### src/design/guroll_pkg.sv
`timescale 1ns / 1ps
package guroll_pkg;

  // width of the unnormalized up vector and of the vectoring datapath
  localparam int GW = 34;

  typedef enum logic [1:0] {
    FAIL_NONE  = 2'd0,
    FAIL_LEN   = 2'd1,
    FAIL_DEGEN = 2'd2
  } fail_t;

  // control that travels with each item down the chain
  typedef struct packed {
    logic  valid;
    fail_t fail;
  } ctl_t;

  // shift-subtract division, elaboration only
  function automatic longint unsigned udiv(longint unsigned a, longint unsigned b);
    longint unsigned q;
    longint unsigned r;
    q = 64'd0;
    r = 64'd0;
    for (int k = 63; k >= 0; k--) begin
      r = {r[62:0], a[k]};
      if (r >= b) begin
        r = r - b;
        q[k] = 1'b1;
      end
    end
    return q;
  endfunction

  // atan(1/m) in Q60 by series
  function automatic longint atan_inv_q60(longint unsigned m);
    longint unsigned p;
    longint unsigned mm;
    longint unsigned k;
    longint acc;
    longint term;
    p = udiv(64'd1 << 60, m);
    mm = m * m;
    acc = 64'sd0;
    k = 64'd0;
    while (p != 64'd0) begin
      term = longint'(udiv(p, 2 * k + 1));
      acc = k[0] ? acc - term : acc + term;
      p = udiv(p, mm);
      k = k + 1;
    end
    return acc;
  endfunction

  function automatic longint q60_to_fx(longint v, int f);
    return (v + (64'sd1 <<< (59 - f))) >>> (60 - f);
  endfunction

  function automatic longint unsigned isqrt64(longint unsigned v);
    longint unsigned res;
    longint unsigned bits;
    longint unsigned rem;
    res = 64'd0;
    rem = v;
    bits = 64'd1 << 62;
    while (bits > rem) bits = bits >> 2;
    while (bits != 64'd0) begin
      if (rem >= res + bits) begin
        rem = rem - (res + bits);
        res = (res >> 1) + bits;
      end else begin
        res = res >> 1;
      end
      bits = bits >> 2;
    end
    return res;
  endfunction

  function automatic longint quarter_pi_q60();
    return 4 * atan_inv_q60(64'd5) - atan_inv_q60(64'd239);
  endfunction

  function automatic longint pi_fx(int f);
    return q60_to_fx(4 * quarter_pi_q60(), f);
  endfunction

  function automatic longint atan_fx(int i, int f);
    if (i == 0) return q60_to_fx(quarter_pi_q60(), f);
    return q60_to_fx(atan_inv_q60(64'd1 << i), f);
  endfunction

  // inverse CORDIC gain over the given number of stages
  function automatic longint gain_fx(int stages, int f);
    longint unsigned k2;
    longint k30;
    k2 = 64'd1 << 60;
    for (int i = 0; i < stages; i++) begin
      k2 = k2 - udiv(k2, (64'd1 << (2 * i)) + 64'd1);
    end
    k30 = longint'(isqrt64(k2));
    if (f >= 30) return k30;
    return (k30 + (64'sd1 <<< (29 - f))) >>> (30 - f);
  endfunction

endpackage

### src/design/guroll_vec_cell.sv
`timescale 1ns / 1ps
module guroll_vec_cell #(
  parameter int I         = 0,
  parameter int FRAC_BITS = 14,
  parameter int AW        = 18
) (
  input  logic                              clk,
  input  logic                              rst_n,
  input  logic                              en,
  input  guroll_pkg::ctl_t                  ctl_i,
  input  logic signed [guroll_pkg::GW-1:0]  vx_i,
  input  logic signed [guroll_pkg::GW-1:0]  vy_i,
  input  logic signed [AW-1:0]              ang_i,
  output guroll_pkg::ctl_t                  ctl_o,
  output logic signed [guroll_pkg::GW-1:0]  vx_o,
  output logic signed [guroll_pkg::GW-1:0]  vy_o,
  output logic signed [AW-1:0]              ang_o
);

  localparam logic signed [AW-1:0] ATAN = AW'(guroll_pkg::atan_fx(I, FRAC_BITS));

  logic signed [guroll_pkg::GW-1:0] nx, ny;
  logic signed [AW-1:0] na;

  // one vectoring micro-rotation: drive vy toward zero
  always_comb begin
    if (vy_i > 0) begin
      nx = vx_i + (vy_i >>> I);
      ny = vy_i - (vx_i >>> I);
      na = ang_i + ATAN;
    end else begin
      nx = vx_i - (vy_i >>> I);
      ny = vy_i + (vx_i >>> I);
      na = ang_i - ATAN;
    end
  end

  always_ff @(posedge clk) begin
    if (!rst_n) begin
      ctl_o.valid <= 1'b0;
    end else if (en) begin
      ctl_o.valid <= ctl_i.valid;
    end
  end

  always_ff @(posedge clk) begin
    if (en) begin
      ctl_o.fail <= ctl_i.fail;
      vx_o  <= nx;
      vy_o  <= ny;
      ang_o <= na;
    end
  end

endmodule

### config.mk
export PLATFORM = sky130hd
export DESIGN_NAME = guroll_vec_cell
export DESIGN_NICKNAME = d
export VERILOG_FILES = /design/src/design/guroll_pkg.sv /design/src/design/guroll_vec_cell.sv
export SDC_FILE = /design/constraint.sdc
export NUM_CORES = 1
export LEC_CHECK = 0
export BUFFER_PORTS_ARGS = -buffer_cell sky130_fd_sc_hd__buf_2
export CAP_MARGIN = 15
export CELL_PAD_IN_SITES_DETAIL_PLACEMENT = 1
export CELL_PAD_IN_SITES_GLOBAL_PLACEMENT = 2
export CORE_AREA = 3 3 169 171
export CTS_BUF_LIST = sky130_fd_sc_hd__clkbuf_4 sky130_fd_sc_hd__clkbuf_8
export DETAILED_ROUTE_END_ITERATION = 7
export DIE_AREA = 0 0 172 174
export PLACE_DENSITY = 0.91
export SYNTH_ARGS = -nofsm -noshare
export SYNTH_HDL_FRONTEND = slang
export SYNTH_SLANG_ARGS = --single-unit
### constraint.sdc
create_clock -name clk -period 4.9 [get_ports clk]
set_input_delay 0.245 -clock clk [delete_from_list [all_inputs] [get_ports clk]]
set_output_delay 0.245 -clock clk [all_outputs]
set_load 0.05 [all_outputs]
Word level (Yosys, flattened, before mapping)
Index checks and enable logic that the tools add are counted.

$add $sub $neg: 5. $lt $le $gt $ge: 1. Mux-type cells: 3.

Operator list (count): 2-to-1 mux 34 bit (2); subtractor 34 bit (2); adder 34 bit (1); > comparator 34 x 1 -> 1 bit (second input constant) (1); adder 18 x 15 -> 18 bit (second input constant) (1); 2-to-1 mux 18 bit (1); subtractor 18 x 15 -> 18 bit (second input constant) (1).

Bits in registers: 89. Output and inout port bits: 89.

Logic depth before layout (Yosys ltp)
Depth after elaboration: 2. Gate-level depth with buffers: 17.

Worst setup path after synthesis
No wires, ideal clock.

Path kind: input to register. Start: input vy_i[7] (netlist name). End: register ang_o[17], data pin. Data arrival time: 3503 ps. Required time: 4640 ps. Path slack: 1137 ps. Stages: 16. Buffers on the path: 3. Cell sequence: nor4_1 -> nand4_1 -> nor2_1 -> a21o_1 -> buf_2 -> buf_2 -> clkbuf_1 -> ha_1 -> a21o_1 -> a21oi_1 -> o21a_1 -> o21ai_1 -> o41ai_1 -> o2111ai_1 -> a21oi_1 -> xnor2_1.

Word-level cells in the longest chain between the ends: 2.

RTL lines: start: declaration (RTL line guroll_vec_cell.sv:12) `input logic signed [guroll_pkg::GW-1:0] vy_i,`; > comparator 34 x 1 -> 1 bit (RTL line guroll_vec_cell.sv:27) `if (vy_i > 0) begin`; 2-to-1 mux 18 bit (RTL line guroll_vec_cell.sv:27); net na[17] (RTL line guroll_vec_cell.sv:23) `logic signed [AW-1:0] na;`; end signal: assignment (RTL line guroll_vec_cell.sv:51) `ang_o <= na;`; end: declaration (RTL line guroll_vec_cell.sv:17) `output logic signed [AW-1:0] ang_o`.

The timed path passes the listed nets, and every way through them passes these cells. A chain may end at the register's enable or synchronous reset.

Worst setup path after layout
Start: input vy_i[22] (netlist name). End: register ang_o[17], data pin.

The elaborated chain is that of the path after synthesis.

==> out/results.tsv <==
metric	value	unit
start_kind	input port	
place_ws	670.6	ps
drc	0	
final_common_cell	buf_2	
layout.nets	1445	
cp_slowest_cell	nor4_1	
relSlewSlack	28.09	%
die_h	174	µm
p_sw_share	46.87	%
hold_viol	0	
synth_warnings	0	
yosysTopAreaCell	edfxtp_1	
slowest_delay	660	ps
via_per_inst	5.593	
fin_skew	0	ps
synth-edff-count	87	
final_cell_mix	buf_2, a21oi_1, ha_1	
portBuffers	180	
met1_usage	29.24	%
synth_top_area_share	28.33	%
setup_viol	0	
leakagePower	4.579	nW
status	finished clean	
num_rows	60	
syn-mean-instance-area	8.468	µm²
path_max_fanout	55	
total_power	3.096	mW
worst_pin_slew	1069	ps
grt_pass1_vias	8958	
layout-drive-gt1-share	18.13	%
crit_family	compound AO/OA/AOI/OAI gates	
hpwl	26170	µm
nFillCells	3370	
cts_buffers	9	
netlist_area	9221	µm²
period_needed	3860	ps
seq_area_frac_synth	28.55	%
clock-root-buffer	clkbuf_8	
postRouteAntennaNets	0	
clk_latency	380	ps
crit_chain	buf_2 > nor4_1 > nand4_1 > nor2_1 > a21o_2 > inv_2 > buf_4 > ha_1 > and2_1 > o21ai_0 > o21ai_1 > o41ai_1 > o2111ai_1 > a21oi_1 > xnor2_1	
power_frac_clock	16.9	%
synthFlopType	edfxtp_1	
post-route-period-util	78.77	%
p_switching	1.451	mW
r2r_setup_slack	4280	ps
io_pins	181	
setup-tns-final	0	ps
ys_ff_latch	88	
globalplace.congestion	0.9062	
comb_power_share	49.9	%
fmax	259.1	MHz
p_int	1.645	mW
syn_inst	1089	
cts.sinks	88	
crit_type	in2reg	
grt_pass1_wl	50420	µm
detail_route.wirelength	32940	µm
worst_slack	1040	ps
cts_setup_buffers	0	
antenna_found_initial	1	
drtIter0Drc	542	
globalRouteMet2Util	35.57	%
drv_slew	0	
syn_nets	1298	
grt.total_usage	21.33	%
dr_total_vias	8848	
dr.pass1.iters	5	
crit_buf_inv	3	
grt-ovfl-total	0	
synth.area.top_cells	edfxtp_1, ha_1, xnor2_1	
max-cap-violations	0	
arrival	4010	ps
required	5050	ps
holdCritPathClass	in2reg	
post_drt_wl_per_cell	20.82	µm
synth_cell_types	76	
start_util	34.12	%
busiest_layer	met2	
area_growth	14.30	%
powerDensity	293.8	nW/µm²
rsz0062_at_grt	false	
ir_worst_vdd	0.0001500	V
die_w	172	µm
htree_levels	3	
endpoint_kind	flop	
cts_hold_buf	0	
grt_max_degree	74	
seq_power_share	33.2	%
tritoncts	built	
clkTransAtPathRegs	110	ps
antennaDiodeCount	0	
core	27030	µm²
met3_usage	2.888	%
max-clock-path-buffers	2	
synthArstFlopShare	0	%
cts_resized	0	
die-area	29930	µm²
state kept, by name, indices dropped and copies added (netlist names):
signal / flops
ctl_o: 3
ang_o: 18
vx_o: 34
vy_o: 33
power by group through the flow:
stage | clock, mW | sequential [mW] | combinational (mW)
CTS | 0.544 | 1.03 | 1.54
detailed placement | 0 | 1.05 | 1.53
global route | 0.566 | 1.04 | 1.66
global placement | 0 | 1.04 | 1.52
floorplan | 0 | 1.48 | 0.682
finish | 0.524 | 1.03 | 1.54
routing by layer:
metal | wire (µm) | vias up
li1 | - | 4190
met1 | 14910 | 4338
met2 | 15550 | 276
met3 | 1813 | 42
met4 | 664 | 2
met5 | 13 | -
cells by family after synthesis:
group                    Yosys count  synth area share, %
AND/OR/NAND/NOR                  260                13.36
buffers and inverters            158                6.947
flip-flops                        88                28.55
adder cells (fa/ha/maj)          117                16.20
multiplexers                      15                1.628
XOR/XNOR                          81                7.693
AO/OA/AOI/OAI                    370                25.62
worst paths after layout:
check,start,to,depth (start not counted)
worst min-delay path,ang_i[0],ang_o[0],1
worst min register to register,ctl_o[2],ctl_o[2],2
worst max-delay path,vy_i[22],ang_o[17],15
worst max register to register,ctl_o[2],ctl_o[2],2
synth_stat cells (14+ instances only):
library cell,instances
clkbuf_1,18
o21bai_1,23
nand2_1,51
o21ai_0,76
o21a_1,15
a21o_1,22
nand3_1,16
edfxtp_1,87
a21oi_1,128
nor3_1,28
nor2b_1,14
inv_1,102
nor2_1,93
ha_1,113
xnor2_1,76
buf_2,22
mux2i_1,15
metrics by stage:
stage / hold slack, ps / instances / area, µm² / utilization, %
final: 27.97 / 1582 / 10540 / 39.00
after global routing: 1.931 / 1582 / 10540 / 39.00
after CTS: 4.318 / 1582 / 10540 / 39.00
after detailed placement: 423.8 / 1566 / 10350 / 38.31
after global placement: 425.5 / 1566 / 10350 / 38.31
after floorplan: 343.9 / 1089 / 9221 / -
cell type report:
class	instances	area [µm²]	area share, %
multi-input cells	843	5949	56.45
repair buffers	184	933.4	8.856
clock inverters	5	40.04	0.3799
clock buffers	11	145.1	1.377
inverters	110	412.9	3.917
flip-flops and latches	88	2633	24.98
well taps	341	426.7	4.048
(Power assumes the default switching activity.)
