--- config.mk ---
export PLATFORM = sky130hd
export DESIGN_NAME = guroll_rot_cell
export DESIGN_NICKNAME = d
export VERILOG_FILES = /design/src/design/guroll_pkg.sv /design/src/design/guroll_rot_cell.sv
export SDC_FILE = /design/constraint.sdc
export NUM_CORES = 1
export LEC_CHECK = 0
export ABC_AREA = 1
export BUFFER_PORTS_ARGS = -buffer_cell sky130_fd_sc_hd__buf_2
export CAP_MARGIN = 20
export CORE_MARGIN = 8
export CORE_UTILIZATION = 30
export DETAILED_ROUTE_END_ITERATION = 6
export PLACE_DENSITY = 0.53
export SYNTH_ARGS = -nofsm -noshare
export SYNTH_HDL_FRONTEND = slang
export SYNTH_SLANG_ARGS = --single-unit
--- constraint.sdc ---
create_clock -name clk -period 2.5 [get_ports clk]
set_input_delay 0.25 -clock clk [delete_from_list [all_inputs] [get_ports clk]]
set_output_delay 0.25 -clock clk [all_outputs]
set_load 0.02 [all_outputs]
--- src/design/guroll_pkg.sv ---
`timescale 1ns / 1ps
package guroll_pkg;

  // width of the unnormalized up vector and of the vectoring datapath
  localparam int GW = 34;

  typedef enum logic [1:0] {
    FAIL_NONE  = 2'd0,
    FAIL_LEN   = 2'd1,
    FAIL_DEGEN = 2'd2
  } fail_t;

  // control that travels with each item down the chain
  typedef struct packed {
    logic  valid;
    fail_t fail;
  } ctl_t;

  // shift-subtract division, elaboration only
  function automatic longint unsigned udiv(longint unsigned a, longint unsigned b);
    longint unsigned q;
    longint unsigned r;
    q = 64'd0;
    r = 64'd0;
    for (int k = 63; k >= 0; k--) begin
      r = {r[62:0], a[k]};
      if (r >= b) begin
        r = r - b;
        q[k] = 1'b1;
      end
    end
    return q;
  endfunction

  // atan(1/m) in Q60 by series
  function automatic longint atan_inv_q60(longint unsigned m);
    longint unsigned p;
    longint unsigned mm;
    longint unsigned k;
    longint acc;
    longint term;
    p = udiv(64'd1 << 60, m);
    mm = m * m;
    acc = 64'sd0;
    k = 64'd0;
    while (p != 64'd0) begin
      term = longint'(udiv(p, 2 * k + 1));
      acc = k[0] ? acc - term : acc + term;
      p = udiv(p, mm);
      k = k + 1;
    end
    return acc;
  endfunction

  function automatic longint q60_to_fx(longint v, int f);
    return (v + (64'sd1 <<< (59 - f))) >>> (60 - f);
  endfunction

  function automatic longint unsigned isqrt64(longint unsigned v);
    longint unsigned res;
    longint unsigned bits;
    longint unsigned rem;
    res = 64'd0;
    rem = v;
    bits = 64'd1 << 62;
    while (bits > rem) bits = bits >> 2;
    while (bits != 64'd0) begin
      if (rem >= res + bits) begin
        rem = rem - (res + bits);
        res = (res >> 1) + bits;
      end else begin
        res = res >> 1;
      end
      bits = bits >> 2;
    end
    return res;
  endfunction

  function automatic longint quarter_pi_q60();
    return 4 * atan_inv_q60(64'd5) - atan_inv_q60(64'd239);
  endfunction

  function automatic longint pi_fx(int f);
    return q60_to_fx(4 * quarter_pi_q60(), f);
  endfunction

  function automatic longint atan_fx(int i, int f);
    if (i == 0) return q60_to_fx(quarter_pi_q60(), f);
    return q60_to_fx(atan_inv_q60(64'd1 << i), f);
  endfunction

  // inverse CORDIC gain over the given number of stages
  function automatic longint gain_fx(int stages, int f);
    longint unsigned k2;
    longint k30;
    k2 = 64'd1 << 60;
    for (int i = 0; i < stages; i++) begin
      k2 = k2 - udiv(k2, (64'd1 << (2 * i)) + 64'd1);
    end
    k30 = longint'(isqrt64(k2));
    if (f >= 30) return k30;
    return (k30 + (64'sd1 <<< (29 - f))) >>> (30 - f);
  endfunction

endpackage

--- src/design/guroll_rot_cell.sv ---
`timescale 1ns / 1ps
module guroll_rot_cell #(
  parameter int I         = 0,
  parameter int FRAC_BITS = 14,
  parameter int AW        = 18,
  parameter int CW        = 17
) (
  input  logic                  clk,
  input  logic                  rst_n,
  input  logic                  en,
  input  guroll_pkg::ctl_t      ctl_i,
  input  logic signed [CW-1:0]  cx_i,
  input  logic signed [CW-1:0]  cy_i,
  input  logic signed [AW-1:0]  half_i,
  output guroll_pkg::ctl_t      ctl_o,
  output logic signed [CW-1:0]  cx_o,
  output logic signed [CW-1:0]  cy_o,
  output logic signed [AW-1:0]  half_o
);

  localparam logic signed [AW-1:0] ATAN = AW'(guroll_pkg::atan_fx(I, FRAC_BITS));

  logic signed [CW-1:0] nx, ny;
  logic signed [AW-1:0] nh;

  // one rotation micro-step: drive the residual angle toward zero
  always_comb begin
    if (half_i >= 0) begin
      nx = cx_i - (cy_i >>> I);
      ny = cy_i + (cx_i >>> I);
      nh = half_i - ATAN;
    end else begin
      nx = cx_i + (cy_i >>> I);
      ny = cy_i - (cx_i >>> I);
      nh = half_i + ATAN;
    end
  end

  always_ff @(posedge clk) begin
    if (!rst_n) begin
      ctl_o.valid <= 1'b0;
    end else if (en) begin
      ctl_o.valid <= ctl_i.valid;
    end
  end

  always_ff @(posedge clk) begin
    if (en) begin
      ctl_o.fail <= ctl_i.fail;
      cx_o   <= nx;
      cy_o   <= ny;
      half_o <= nh;
    end
  end

endmodule
[Yosys cells after proc, flatten, opt, wreduce, memory -nomap -nowiden]
Index checks and enable logic that the tools add are counted.
Cells by class
  magnitude comparators: 1
  multiplexer cells: 3
  $add $sub $neg: 5
Operators with widths (number)
  two-way mux 17 bit: 2
  subtractor 17 bit: 2
  adder 18 x 15 -> 18 bit (second input constant): 1
  >= comparator 18 x 1 -> 1 bit (second input constant): 1
  two-way mux 18 bit: 1
  subtractor 18 x 15 -> 18 bit (second input constant): 1
  adder 17 bit: 1
Word-level totals
  output and inout bits: 55
  word-level logic and storage cells: 14
  flip-flop bits (word level): 55

[Logic depth before layout (Yosys ltp)]
  depth in word-level cells: 2
  depth in mapped cells: 17
  mapped depth without buffers: 16

[Worst setup path before layout]
OpenSTA, ideal clock, no wires.
  path type: input-to-reg
  start: input half_i[17]
  end: register half_o[16], data pin
  data arrival time: 2.094 ns
  data required time: 2.248 ns
  path slack: 0.154 ns
  stages on the path: 16
  cells stage by stage: inv_1 -> ha_1 -> nand4_1 -> nor2_1 -> nand3_1 -> nand2_2 -> inv_2 -> buf_2 -> fa_1 -> nand3b_1 -> nand2_1 -> nand2_1 -> nand2_1 -> nand3_1 -> nand3_1 -> nand2_1
Between the ends
  word-level cells in the longest chain between the ends: 2
Ends and longest elaborated chain
  from (decl): RTL line guroll_rot_cell.sv:14  | input logic signed [AW-1:0] half_i,
  >= comparator 18 x 1 -> 1 bit: RTL line guroll_rot_cell.sv:28  | if (half_i >= 0) begin
  two-way mux 18 bit: RTL line guroll_rot_cell.sv:28
  via nh[16]: RTL line guroll_rot_cell.sv:24  | logic signed [AW-1:0] nh;
  to (signal assigned): RTL line guroll_rot_cell.sv:52  | half_o <= nh;
  to (decl): RTL line guroll_rot_cell.sv:18  | output logic signed [AW-1:0] half_o
The timed path passes the listed nets, and every way through them passes these cells.
A chain may end at the register's enable or synchronous reset.

[Final worst setup path]
  start: input half_i[17]
  end: register half_o[15], data pin
Same word-level chain as after synthesis.

==> results.md <==
* Status: finished, final reports clean
* Number of port buffers at 112
* Yosys Warn Count at 0
* Critical Path RT at 2.54 ns
* Worst min path class: primary input to flop
* Vias in the first global route at 5375
* Layout Nets at 1085
* Avg Cell Area, Syn at 6.71 um^2
* Filler cell count at 2096
* Pwr per Cell Area at 493 nW/um^2
* TritonCTS Buffers at 5
* Fin util at 0.357
* Worst slew pin tran at 0.414 ns
* Hold Path Depth at 1
* Post-CTS Hold Fix Bufs at 0
* Most frequent cells in the layout: 290 x nand2_1, 151 x inv_1, 112 x buf_2
* Setup_tns at 0 ns
* RSZ-0062 raised after global routing: no
* # placed instances at 1186
* Clock period minus final worst setup slack at 2.17 ns
* CP startpoint kind: primary input
* Layout cells sized above 1 at 0.143
* Largest net degree at the start of global routing at 31
* DR DRC count at 0
* Worst IR Drop VDD at 0.257 mV
* Setup violations, final at 0
* Path depth of the worst reg2reg path at 2
* CTS Buffer Depth at 2
* Clock sink count at 54
* Initial core utilization at 0.305
* Post-CTS setup buffer count at 0
* Max_cap viols at 0
* Clock latency at the later pin of the worst-skew pair at 0.29 ns
* Wire length per cell at 13.5 um
* Die width at 154 um
* Total number of vias at 5421
* Final worst slack at 0.325 ns
* Io pins at 113
* CTS tree: yes
* Resize count post-CTS at 0
* Crit-path max FO at 19
* Final Hold Viols at 0
* DR pass1 iterations at 5
* Syn Nets at 977
* Clock-pin transition on the worst setup and hold timing paths at 0.07 ns
* Rows at 50
* Starting DRC count in detailed routing at 276
* Via/cell ratio at 4.54
* Slew margin rel. at 0.724
* CP Capture Type: flop
* Die Ht at 154 um
* Ant. Diodes at 0
* Register area share after synthesis at 0.282
* H-tree lvl count at 2
* Post-DP HPWL at 13900 um
* First-pass GRT wire length at 26500 um
* Pins Over Slew Limit at 0
* Gate Count Post-Synth at 851
* GRT overflow at 0
* Leak pwr at 3.70 nW
* GR Util All Layers at 0.137
* Routed WL at 16200 um
* Cell Area, Synth at 5710 um^2
* Commonest non-fill, non-tap cell in the layout: nand2_1
* Fmax at 0.460 GHz
* Tcrit/Tclk final at 0.870
* Main area contributors after synthesis: edfxtp_1 28%, nand2_1 19%, ha_1 14%
* Worst slack at placement at 0.0106 ns
* Setup Skew at 0 ns
* #FFs+latches synth at 54
* Critical path class: primary input to flop
* Placer Congestion at 0.889
* Post-route ant nets at 0
* Worst Path Arrival at 2.22 ns
* Fin cells at 1194
* Root buffer cell: clkbuf_16
* Total die area at 23700 um^2
* Yosys top cell area share at 0.279
* Core area at 18700 um^2
* Netlist cell types at 30
* Area Growth Syn to Fin at 16.9%
* Initial antenna violation count at 0
* Dominant cell type by area after synthesis: edfxtp_1
## layout make-up
type	instances	area (um^2)	area share
Sequential cell	54	1610	0.241
Clock inverter	1	8.76	0.00131
Tap cell	234	293	0.0439
Inverter	154	578	0.0866
Timing Repair Buffer	121	641	0.0960
Multi-Input combinational cell	623	3390	0.508
Clock buffer	7	153	0.0229
## Yosys cell counts, drive strengths merged
master	n
nand2	291
inv	154
nand3	87
ha	64
edfxtp	53
nor2	48
a21oi	47
xor2	21
buf	20
o21ai	16
nand4	9
nor3	9
o21bai	9
or2	5
fa	4
xnor2	4
nand3b	3
a31oi	2
a21o	1
and2	1
dfxtp	1
nor3b	1
o31ai	1
## layer usage
metal | routed length [um] | global-route usage
met1 | 7900 | 0.184
met2 | 7250 | 0.228
met5 | 0 | 0
met3 | 863 | 0.0205
met4 | 162 | 0.0317
## critical path: stages
cell and delay [ns]:
buf_2 0.10, inv_1 0.07, ha_1 0.17, nand4_1 0.10
nor2_1 0.10, nand3_1 0.09, nand2_2 0.11, buf_12 0.17
ha_1 0.29, a21oi_1 0.14, nand2_1 0.11, nand2_1 0.08
nand3_1 0.13, nand3_1 0.10, nand2_1 0.06, xor2_1 0.13
## sequential cells by signal (all words and copies together), names as in the netlist
signal,count
ctl_o,3
half_o,18
cx_o,16
cy_o,17
## final timing paths
path              slack, ns                   from                     to
setup / recovery       0.33             half_i[17]   half_o[15]$_DFFE_PP_
hold / removal         0.13               ctl_i[1]     ctl_o[1]$_DFFE_PP_
setup reg to reg       1.87  ctl_o[2]$_SDFFE_PN0P_  ctl_o[2]$_SDFFE_PN0P_
hold reg to reg        0.54  ctl_o[2]$_SDFFE_PN0P_  ctl_o[2]$_SDFFE_PN0P_
## report_power, final
| group | internal, W | leakage, nW | switching (W) | total (W) |
|---|---|---|---|---|
| sequential | 0.00116 | 0.526 | 0.0000351 | 0.00120 |
| clock | 0.000429 | 0.0801 | 0.000320 | 0.000749 |
| combinational | 0.000446 | 3.10 | 0.000900 | 0.00135 |
| total | 0.00203 | 3.70 | 0.00126 | 0.00329 |
## logic make-up (layout without fill, tap and decap cells)
kind of cell	count (synthesis)	count (layout)	synth area share
XOR/XNOR	25	25	0.0384
AO/OA/AOI/OAI	76	76	0.0719
flip-flops	54	54	0.282
adder cells (fa/ha/maj)	68	68	0.154
AND/OR/NAND/NOR	454	454	0.330
buffers and inverters	174	283	0.124
## stage by stage
stage | area [um^2] | hold WS [ns] | total power [W]
final | 6680 | 0.131 | 0.00329
after global routing | 6680 | 0.116 | 0.00354
after CTS | 6680 | 0.117 | 0.00334
after detailed placement | 6520 | 0.428 | 0.00258
after global placement | 6520 | 0.428 | 0.00257
after floorplan | 5710 | 0.343 | 0.00213
Note: power is estimated with default switching activity, not from simulation.
